**src/rtl/ffa_pkg.sv**
```systemverilog
package ffa_pkg;

  localparam int unsigned MemUnitsDef  = 128;
  localparam int unsigned MaxBlocksDef = 128;

  localparam logic [1:0] ModeAlloc  = 2'd0;
  localparam logic [1:0] ModeErase  = 2'd1;
  localparam logic [1:0] ModeDefrag = 2'd2;
  localparam logic [1:0] ModeUnused = 2'd3;

  localparam logic [1:0] StOk      = 2'd0;
  localparam logic [1:0] StNoRoom  = 2'd1;
  localparam logic [1:0] StIllegal = 2'd2;
  localparam logic [1:0] StFull    = 2'd3;

  localparam logic [7:0] UnitsReset = 8'd128;

endpackage

```
**src/rtl/ffa_core.sv**
```systemverilog
module ffa_core #(
  parameter int unsigned MemUnits  = ffa_pkg::MemUnitsDef,
  parameter int unsigned MaxBlocks = ffa_pkg::MaxBlocksDef
) (
  input  logic       clk_i,
  input  logic       rst_ni,
  input  logic       go_i,
  input  logic [1:0] mode_i,
  input  logic [7:0] alloc_size_i,
  input  logic [7:0] erase_handle_i,
  input  logic [7:0] units_i,
  output logic       done_o,
  output logic [1:0] status_o,
  output logic [7:0] new_handle_o,
  output logic       idle_o
);

  localparam int unsigned UW = (MemUnits > 1) ? $clog2(MemUnits) : 1;
  localparam int unsigned BW = (MaxBlocks > 1) ? $clog2(MaxBlocks) : 1;
  localparam int unsigned UC = $clog2(MemUnits + 1);
  localparam int unsigned BC = $clog2(MaxBlocks + 1);
  // address counters hold one past the last unit, and one past that for run ends
  localparam int unsigned AW = UC + 1;

  typedef enum logic [3:0] {
    S_IDLE, S_A_RD, S_A_CHK, S_A_MARK, S_E_RD, S_E_CLR, S_E_FREE,
    S_D_SCAN, S_D_RD, S_D_EVAL, S_D_PUT, S_D_FILL, S_DONE, S_CLR
  } state_e;

  typedef struct packed {
    logic          live;
    logic [UC-1:0] start;
    logic [UC-1:0] size;
  } blk_t;

  // unit busy map and block table, both synchronous memories with registered reads
  logic umap_mem [MemUnits];
  blk_t btab_mem [MaxBlocks];

  state_e        state_q;
  logic [BC-1:0] issued_q;
  logic [AW-1:0] lim_q, size_q, a_q, run_q, k_q, next_q, best_start_q, prev_q;
  logic [BC-1:0] i_q, best_q;
  logic          found_q, have_prev_q;
  logic [1:0]    status_q;
  logic [7:0]    hdl_q;
  logic          done_q;
  blk_t          brd_q;
  logic          urd_q;

  logic          u_we, u_wd, b_we;
  logic [UW-1:0] u_wa, u_ra;
  logic [BW-1:0] b_wa, b_ra;
  blk_t          b_wd;

  always_ff @(posedge clk_i) begin
    if (u_we) umap_mem[u_wa] <= u_wd;
    urd_q <= umap_mem[u_ra];
    if (b_we) btab_mem[b_wa] <= b_wd;
    brd_q <= btab_mem[b_ra];
  end

  // memory ports from the sequencer state
  always_comb begin
    u_we = 1'b0; u_wd = 1'b0;
    u_wa = k_q[UW-1:0];
    u_ra = run_q[UW-1:0];
    b_we = 1'b0; b_wa = i_q[BW-1:0]; b_wd = brd_q;
    b_ra = i_q[BW-1:0];
    case (state_q)
      S_A_MARK: begin
        u_we = 1'b1; u_wd = 1'b1;
        b_we = (k_q == a_q);
        b_wa = issued_q[BW-1:0];
        b_wd = '{live: 1'b1, start: a_q[UC-1:0], size: size_q[UC-1:0]};
      end
      S_E_FREE: begin
        u_we = 1'b1;
        u_wd = 1'b0;
        b_we = (k_q == AW'(brd_q.start));
        b_wa = i_q[BW-1:0];
        b_wd = '{live: 1'b0, start: brd_q.start, size: brd_q.size};
      end
      S_D_PUT: begin
        b_we = (k_q != '0); b_wa = best_q[BW-1:0];
        b_wd = '{live: 1'b1, start: next_q[UC-1:0], size: brd_q.size};
        b_ra = best_q[BW-1:0];
      end
      S_D_FILL: begin
        u_we = 1'b1; u_wd = (k_q < next_q);
      end
      S_CLR: begin
        u_we = 1'b1; u_wd = 1'b0;
      end
      default: ;
    endcase
  end

  // command sequencer
  always_ff @(posedge clk_i or negedge rst_ni) begin
    if (!rst_ni) begin
      state_q  <= S_CLR;
      issued_q <= '0;
      done_q   <= 1'b0;
      status_q <= ffa_pkg::StOk;
      hdl_q    <= '0;
      k_q <= '0; a_q <= '0; run_q <= '0; size_q <= '0; lim_q <= '0;
      next_q <= '0; i_q <= '0; best_q <= '0; best_start_q <= '0; found_q <= 1'b0;
      prev_q <= '0; have_prev_q <= 1'b0;
    end else begin
      done_q <= (state_q == S_DONE);
      case (state_q)
        S_IDLE: begin
          if (go_i) begin
            hdl_q    <= '0;
            lim_q    <= (AW'(units_i) > AW'(MemUnits)) ? AW'(MemUnits) : AW'(units_i);
            size_q   <= AW'(alloc_size_i);
            a_q <= '0; run_q <= '0; k_q <= '0;
            case (mode_i)
              ffa_pkg::ModeAlloc: begin
                if (issued_q >= BC'(MaxBlocks)) begin
                  status_q <= ffa_pkg::StFull; state_q <= S_DONE;
                end else if (alloc_size_i == 8'd0 ||
                             AW'(alloc_size_i) >
                             ((AW'(units_i) > AW'(MemUnits)) ? AW'(MemUnits)
                                                             : AW'(units_i))) begin
                  status_q <= ffa_pkg::StNoRoom; state_q <= S_DONE;
                end else begin
                  status_q <= ffa_pkg::StOk;
                  state_q <= S_A_RD;
                end
              end
              ffa_pkg::ModeErase: begin
                if (erase_handle_i == 8'd0 || 9'(erase_handle_i) > 9'(issued_q)) begin
                  status_q <= ffa_pkg::StIllegal; state_q <= S_DONE;
                end else begin
                  status_q <= ffa_pkg::StOk;
                  i_q <= BC'(erase_handle_i - 8'd1);
                  state_q <= S_E_RD;
                end
              end
              ffa_pkg::ModeDefrag: begin
                status_q <= ffa_pkg::StOk;
                next_q <= '0; i_q <= '0; found_q <= 1'b0; have_prev_q <= 1'b0;
                state_q <= S_D_SCAN;
              end
              default: begin
                status_q <= ffa_pkg::StOk;
                state_q <= S_DONE;
              end
            endcase
          end
        end
        // alloc: run_q walks units from candidate a_q; restart past a busy unit
        S_A_RD: begin
          if (a_q + size_q > lim_q) begin
            status_q <= ffa_pkg::StNoRoom; state_q <= S_DONE;
          end else if (run_q == a_q + size_q) begin
            k_q <= a_q; state_q <= S_A_MARK;
          end else begin
            state_q <= S_A_CHK;
          end
        end
        S_A_CHK: begin
          if (urd_q) begin
            a_q <= run_q + 1'b1; run_q <= run_q + 1'b1;
          end else begin
            run_q <= run_q + 1'b1;
          end
          state_q <= S_A_RD;
        end
        S_A_MARK: begin
          k_q <= k_q + 1'b1;
          if (k_q + 1'b1 == a_q + size_q) begin
            issued_q <= issued_q + 1'b1;
            hdl_q    <= 8'(issued_q + 1'b1);
            state_q  <= S_DONE;
          end
        end
        S_E_RD: state_q <= S_E_CLR;
        // erase: reject a dead entry, else free its units from the start
        S_E_CLR: begin
          if (!brd_q.live) begin
            status_q <= ffa_pkg::StIllegal; state_q <= S_DONE;
          end else begin
            k_q <= AW'(brd_q.start);
            state_q <= S_E_FREE;
          end
        end
        S_E_FREE: begin
          k_q <= k_q + 1'b1;
          if (k_q + 1'b1 >= AW'(brd_q.start) + AW'(brd_q.size)) state_q <= S_DONE;
        end
        // defrag: each pass finds the lowest live block above the last one placed
        S_D_SCAN: begin
          if (i_q == issued_q) begin
            if (found_q) begin
              state_q <= S_D_PUT;
            end else begin
              k_q <= '0; state_q <= S_D_FILL;
            end
          end else begin
            state_q <= S_D_RD;
          end
        end
        S_D_RD: state_q <= S_D_EVAL;
        S_D_EVAL: begin
          if (brd_q.live && (!have_prev_q || AW'(brd_q.start) > prev_q) &&
              (!found_q || AW'(brd_q.start) < best_start_q)) begin
            found_q <= 1'b1; best_q <= i_q; best_start_q <= AW'(brd_q.start);
          end
          i_q <= i_q + 1'b1;
          state_q <= S_D_SCAN;
        end
        S_D_PUT: begin
          // wait here while the best entry is read
          if (k_q == '0) begin
            k_q <= AW'(1);
          end else begin
            prev_q      <= best_start_q;
            have_prev_q <= 1'b1;
            next_q  <= next_q + AW'(brd_q.size);
            i_q <= '0; found_q <= 1'b0; k_q <= '0;
            state_q <= S_D_SCAN;
          end
        end
        S_D_FILL: begin
          k_q <= k_q + 1'b1;
          if (k_q == AW'(MemUnits - 1)) state_q <= S_DONE;
        end
        S_DONE: begin
          state_q <= S_IDLE;
        end
        // free every unit after reset
        S_CLR: begin
          k_q <= k_q + 1'b1;
          if (k_q == AW'(MemUnits - 1)) state_q <= S_IDLE;
        end
        default: state_q <= S_IDLE;
      endcase
    end
  end

  assign done_o       = done_q;
  assign status_o     = status_q;
  assign new_handle_o = done_q ? hdl_q : 8'd0;
  assign idle_o       = (state_q == S_IDLE);

  a_hdl_ok: assert property (@(posedge clk_i) disable iff (!rst_ni)
    done_q && hdl_q != 8'd0 |-> status_q == ffa_pkg::StOk)
    else $error("handle with error status");
  a_issued_cap: assert property (@(posedge clk_i) disable iff (!rst_ni)
    issued_q <= BC'(MaxBlocks)) else $error("handle count overflow");
  a_done_pulse: assert property (@(posedge clk_i) disable iff (!rst_ni)
    done_q |=> !done_q) else $error("result strobe held");

endmodule

```
**src/rtl/first_fit_allocator_with_compaction.sv**
```systemverilog
// First-fit unit allocator with compaction.
// Command channel: start with mode_i, alloc_size_i, erase_handle_i; an item is
// taken at a clock edge with start high and busy low. busy stays high until
// the result strobe. One result per command: done_o is high for one cycle with
// status_o and new_handle_o; the receiver cannot stall it.
// Configuration: cfg_valid_i/cfg_ready_o transfer units_in_use; ready only
// while no command is in flight.
// One sequencer runs every command over the unit map and block table memories:
// alloc examines candidate units one by one and then marks the block's units;
// erase frees the block's units; defragment scans the block table once per
// live block placed and once more, then refills the unit map.
// One command at a time; the next one can be taken in the strobe cycle.
// Reset: no handles issued, units_in_use 128; a clearing pass then frees every
// unit, with busy high and cfg_ready_o low meanwhile.
module first_fit_allocator_with_compaction #(
  parameter int unsigned MemUnits  = ffa_pkg::MemUnitsDef,
  parameter int unsigned MaxBlocks = ffa_pkg::MaxBlocksDef
) (
  input  logic       clk_i,
  input  logic       rst_ni,
  input  logic       start,
  output logic       busy,
  input  logic [1:0] mode_i,
  input  logic [7:0] alloc_size_i,
  input  logic [7:0] erase_handle_i,
  input  logic       cfg_valid_i,
  output logic       cfg_ready_o,
  input  logic [7:0] cfg_data_i,
  output logic       done_o,
  output logic [1:0] status_o,
  output logic [7:0] new_handle_o
);

  logic [7:0] units_q;
  logic       idle;

  // hold configuration register
  always_ff @(posedge clk_i or negedge rst_ni) begin
    if (!rst_ni) begin
      units_q <= ffa_pkg::UnitsReset;
    end else if (cfg_valid_i && cfg_ready_o) begin
      units_q <= cfg_data_i;
    end
  end

  assign busy        = !idle;
  assign cfg_ready_o = idle;

  ffa_core #(.MemUnits(MemUnits), .MaxBlocks(MaxBlocks)) u_core (
    .clk_i, .rst_ni,
    .go_i(start && idle),
    .mode_i, .alloc_size_i, .erase_handle_i,
    .units_i(units_q),
    .done_o, .status_o, .new_handle_o,
    .idle_o(idle)
  );

endmodule

```
**config.mk**
```make
export PLATFORM = sky130hd
export DESIGN_NAME = first_fit_allocator_with_compaction
export DESIGN_NICKNAME = d
export VERILOG_FILES = /design/src/rtl/ffa_pkg.sv /design/src/rtl/ffa_core.sv /design/src/rtl/first_fit_allocator_with_compaction.sv
export SDC_FILE = /design/constraint.sdc
export NUM_CORES = 2
export LEC_CHECK = 0
export ABC_CLOCK_PERIOD_IN_PS = 16650
export BUFFER_PORTS_ARGS = -buffer_cell sky130_fd_sc_hd__buf_2
export CAP_MARGIN = 30
export CORE_MARGIN = 3
export CORE_UTILIZATION = 45
export CTS_CLUSTER_DIAMETER = 200
export CTS_CLUSTER_SIZE = 16
export DETAILED_ROUTE_END_ITERATION = 7
export PLACE_DENSITY = 0.61
export SKIP_CTS_REPAIR_TIMING = 1
export SYNTH_ARGS = -nofsm -noshare
export SYNTH_HDL_FRONTEND = slang
export SYNTH_SLANG_ARGS = --single-unit
export TNS_END_PERCENT = 5
```
**constraint.sdc**
```tcl
create_clock -name clk_i -period 16.65 [get_ports clk_i]
set_clock_uncertainty 0.1 [all_clocks]
set_input_delay 1.665 -clock clk_i [delete_from_list [all_inputs] [get_ports clk_i]]
set_output_delay 1.665 -clock clk_i [all_outputs]
set_load 0.005 [all_outputs]
```
==> impl_metrics.tcl <==
set metrics [dict create \
    status "finished clean" \
    syn_to_final_growth_pct 9.613 \
    drtPass1Iterations 6 \
    drtIter0Drc 8103 \
    antenna_found_initial 11 \
    cts_tree "yes" \
    multi_input_area_sq_um 24950 \
    nets 6739 \
    maxCapViolCount 0 \
    start_util_pct 45.47 \
    cts_buffers 170 \
    nFillCells 18091 \
    cts_buffer_depth 3 \
    syn_nets 6613 \
    fmax_mhz 153.7 \
    fin_crit_ns 6.508 \
    path_cells "and4bb_2 > buf_4 > mux2_8 > buf_4 > buf_12 > buf_4 > nand3_1 > a21oi_1 > nor4_1 > buf_4 > or4_1 > or4_1" \
    p_per_area_nw_per_um2 97.08 \
    seq_area_sq_um 72460 \
    hold_viol 0 \
    routed_via_density 6.182 \
    drc 0 \
    yosys-top-cells-count "edfxtp_1, nand2_1, nor2_1" \
    ant_nets 0 \
    synthDominantCellAreaShare_pct 69.79 \
    post-route-period-util_pct 39.09 \
    reg2regPathDepth 12 \
    final_core_util_pct 49.84 \
    hold_depth 2 \
    grt_pass1_wl_um 412600 \
    fp-row-count 171 \
    wl_per_cell_um 30.18 \
    coreArea_sq_um 218000 \
    clock_latency_ns 0.83 \
    worst-slew-pin-transition_ns 1.091 \
    critPathLaunchType "flop" \
    peakVddDrop_v 0.0001125 \
    wl_um 287800 \
    placed_area_sq_um 103800 \
    die_h_um 475.3 \
    ios 43 \
    min_path_type "flop to flop" \
    yosys_warnings 0 \
    ys.flop_type "edfxtp_1" \
    root_buffer "clkbuf_16" \
    path_class "flop to flop" \
    critPathBufInv 5 \
    post-place-ws_ns 10.15 \
    synth.area.top_cells "edfxtp_1, mux4_2, nand2_1" \
    final_area_sq_um 108700 \
    synth_area_sq_um 99130 \
    synth_top_cell_by_area "edfxtp_1" \
    synth-seq-area-share_pct 73.09 \
    critPathSlowestCell "dfrtp_1" \
    drv_slew 0 \
    track_usage_pct 25.26 \
    leakage_nw 28.58 \
    cp_data_required_time_ns 17.26 \
    worstSetupEndpointType "flop" \
    whs_ns 0.3909 \
    grt_max_degree 162 \
    async_flop_share_pct 4.758 \
    arrival_ns 7.11 \
    gp_congestion 0.8808 \
    ys_types 77 \
    cpPeakStageDelay_ns 0.80 \
    critical_path_depth 12 \
    crit_path_frequent_cell "buf_4" \
    setup_tns_ns 0 \
    yosysMostFrequentCell "edfxtp_1" \
    drive_gt1_share_pct 12.98 \
    dieArea_sq_um 226000 \
    hpwl_um 173200 \
    setup_viol_count_final 0 \
    fin_ws_ns 10.14 \
    syn_avg_cell_area_sq_um 15.28 \
    h-tree-depth 4 \
    grt.overflow.total 0 \
    synth_edf_count 2304 \
    die_w_um 475.3 \
    path_delay_family "buffers and inverters" \
    synth-seq-cells 2438 \
    grt_pass1_vias 56389 \
    slew_headroom_pct 27.26 \
    syn_inst 6488 \
    portBuffers 42 \
    path_clk_slew_ns 0.09 \
    critPathMaxFanout 161 \
    grt_setup_unrepaired "false" \
    via_count 58948 \
    cts_sinks 2438 \
]
[through the flow]
step | total power, mW | instances
floorplan | 6.744 | 6488
global placement | 6.757 | 9261
detailed placement | 6.758 | 9284
CTS | 10.61 | 9521
global route | 10.83 | 9533
finish | 10.55 | 9536
[flip-flops by register name, indices dropped and copies added (netlist names)]
register / cells
u_core.a_q: 9
u_core.best_q: 7
u_core.best_start_q: 8
u_core.brd_q: 17
u_core.btab_mem: 2176
u_core.done_o: 1
u_core.found_q: 1
u_core.have_prev_q: 1
u_core.hdl_q: 8
u_core.i_q: 8
u_core.issued_q: 8
u_core.k_q: 9
u_core.lim_q: 8
u_core.next_q: 9
u_core.prev_q: 8
u_core.run_q: 9
u_core.size_q: 8
u_core.state_q: 4
u_core.status_o: 2
u_core.umap_mem: 128
u_core.urd_q: 1
units_q: 8
[cell type report]
type | instances | share of cell area, %
Clock inverter | 12 | 0.1865
Clock buffer | 225 | 4.144
Antenna cell | 3 | 0.006909
Sequential cell | 2438 | 66.68
Inverter | 79 | 0.2729
Multi-Input combinational cell | 3602 | 22.96
Tap cell | 2854 | 3.286
Timing Repair Buffer | 323 | 2.457
[path summary, 6_finish.rpt]
kind,slack (ns),end,start
setup / recovery,10.14,u_core.brd_q[13]$_DFF_P_,u_core.state_q[1]$_DFFE_PN0P_
hold reg to reg,0.39,u_core.prev_q[1]$_DFFE_PN0P_,u_core.best_start_q[1]$_DFFE_PN0P_
setup reg to reg,10.14,u_core.brd_q[13]$_DFF_P_,u_core.state_q[1]$_DFFE_PN0P_
max in group asynchronous,14.69,u_core.hdl_q[7]$_DFFE_PN0P_,rst_ni
hold / removal,0.39,u_core.prev_q[1]$_DFFE_PN0P_,u_core.best_start_q[1]$_DFFE_PN0P_
min in group asynchronous,0.74,units_q[2]$_DFFE_PN0P_,rst_ni
[where the power goes]
part	internal [mW]	switching (mW)
sequential	6.60	0
combinational	0.00839	0.0147
clock	1.89	2.03
total	8.50	2.05
[worst reg2reg max path: stages (launching register included)]
cell	delay (ns)
dfrtp_1	0.80
and4bb_2	0.33
buf_4	0.41
mux2_8	0.77
buf_4	0.78
buf_12	0.73
buf_4	0.79
nand3_1	0.14
a21oi_1	0.20
nor4_1	0.11
buf_4	0.18
or4_1	0.55
or4_1	0.52
[layout by cell type (no fill, tap or decap), types with 17 or more instances in the layout]
cell	count
dfrtp_1	111
nand3_1	321
buf_4	252
dfxtp_1	18
a21oi_1	247
nor2_1	361
clkbuf_16	172
mux2i_1	187
a31oi_1	64
a22oi_1	103
a221oi_1	28
o21ai_0	134
a32oi_1	113
nand2_1	1110
a21o_1	18
edfxtp_1	2304
o211ai_1	21
mux4_2	246
nor3_1	23
inv_1	78
and3_1	17
clkbuf_1	53
and2_1	17
xor2_1	25
nand4_1	75
o2111ai_1	22
mux2_2	39
nor2_2	24
o22ai_1	27
nor4_1	21
xnor2_1	58
ha_1	92
buf_2	45
[cell families after synthesis]
family	after synthesis	share of synthesized area, %
simple gates	2045	8.739
xor+xnor	85	0.7788
fa+ha+maj	95	1.222
mux	487	8.103
compound gates	890	5.984
flops	2438	73.09
buf+inv	448	2.081
[per-layer routing]
| layer | vias to the layer above | global-route usage [%] | wire [um] |
|---|---|---|---|
| met5 | - | 0 | 23 |
| met1 | 30345 | 35.65 | 114000 |
| met4 | 4 | 8.536 | 10540 |
| met3 | 461 | 4.869 | 28980 |
| li1 | 25045 | - | - |
| met2 | 3093 | 39.56 | 134300 |
No activity file was read; power rests on OpenSTA's default activity.
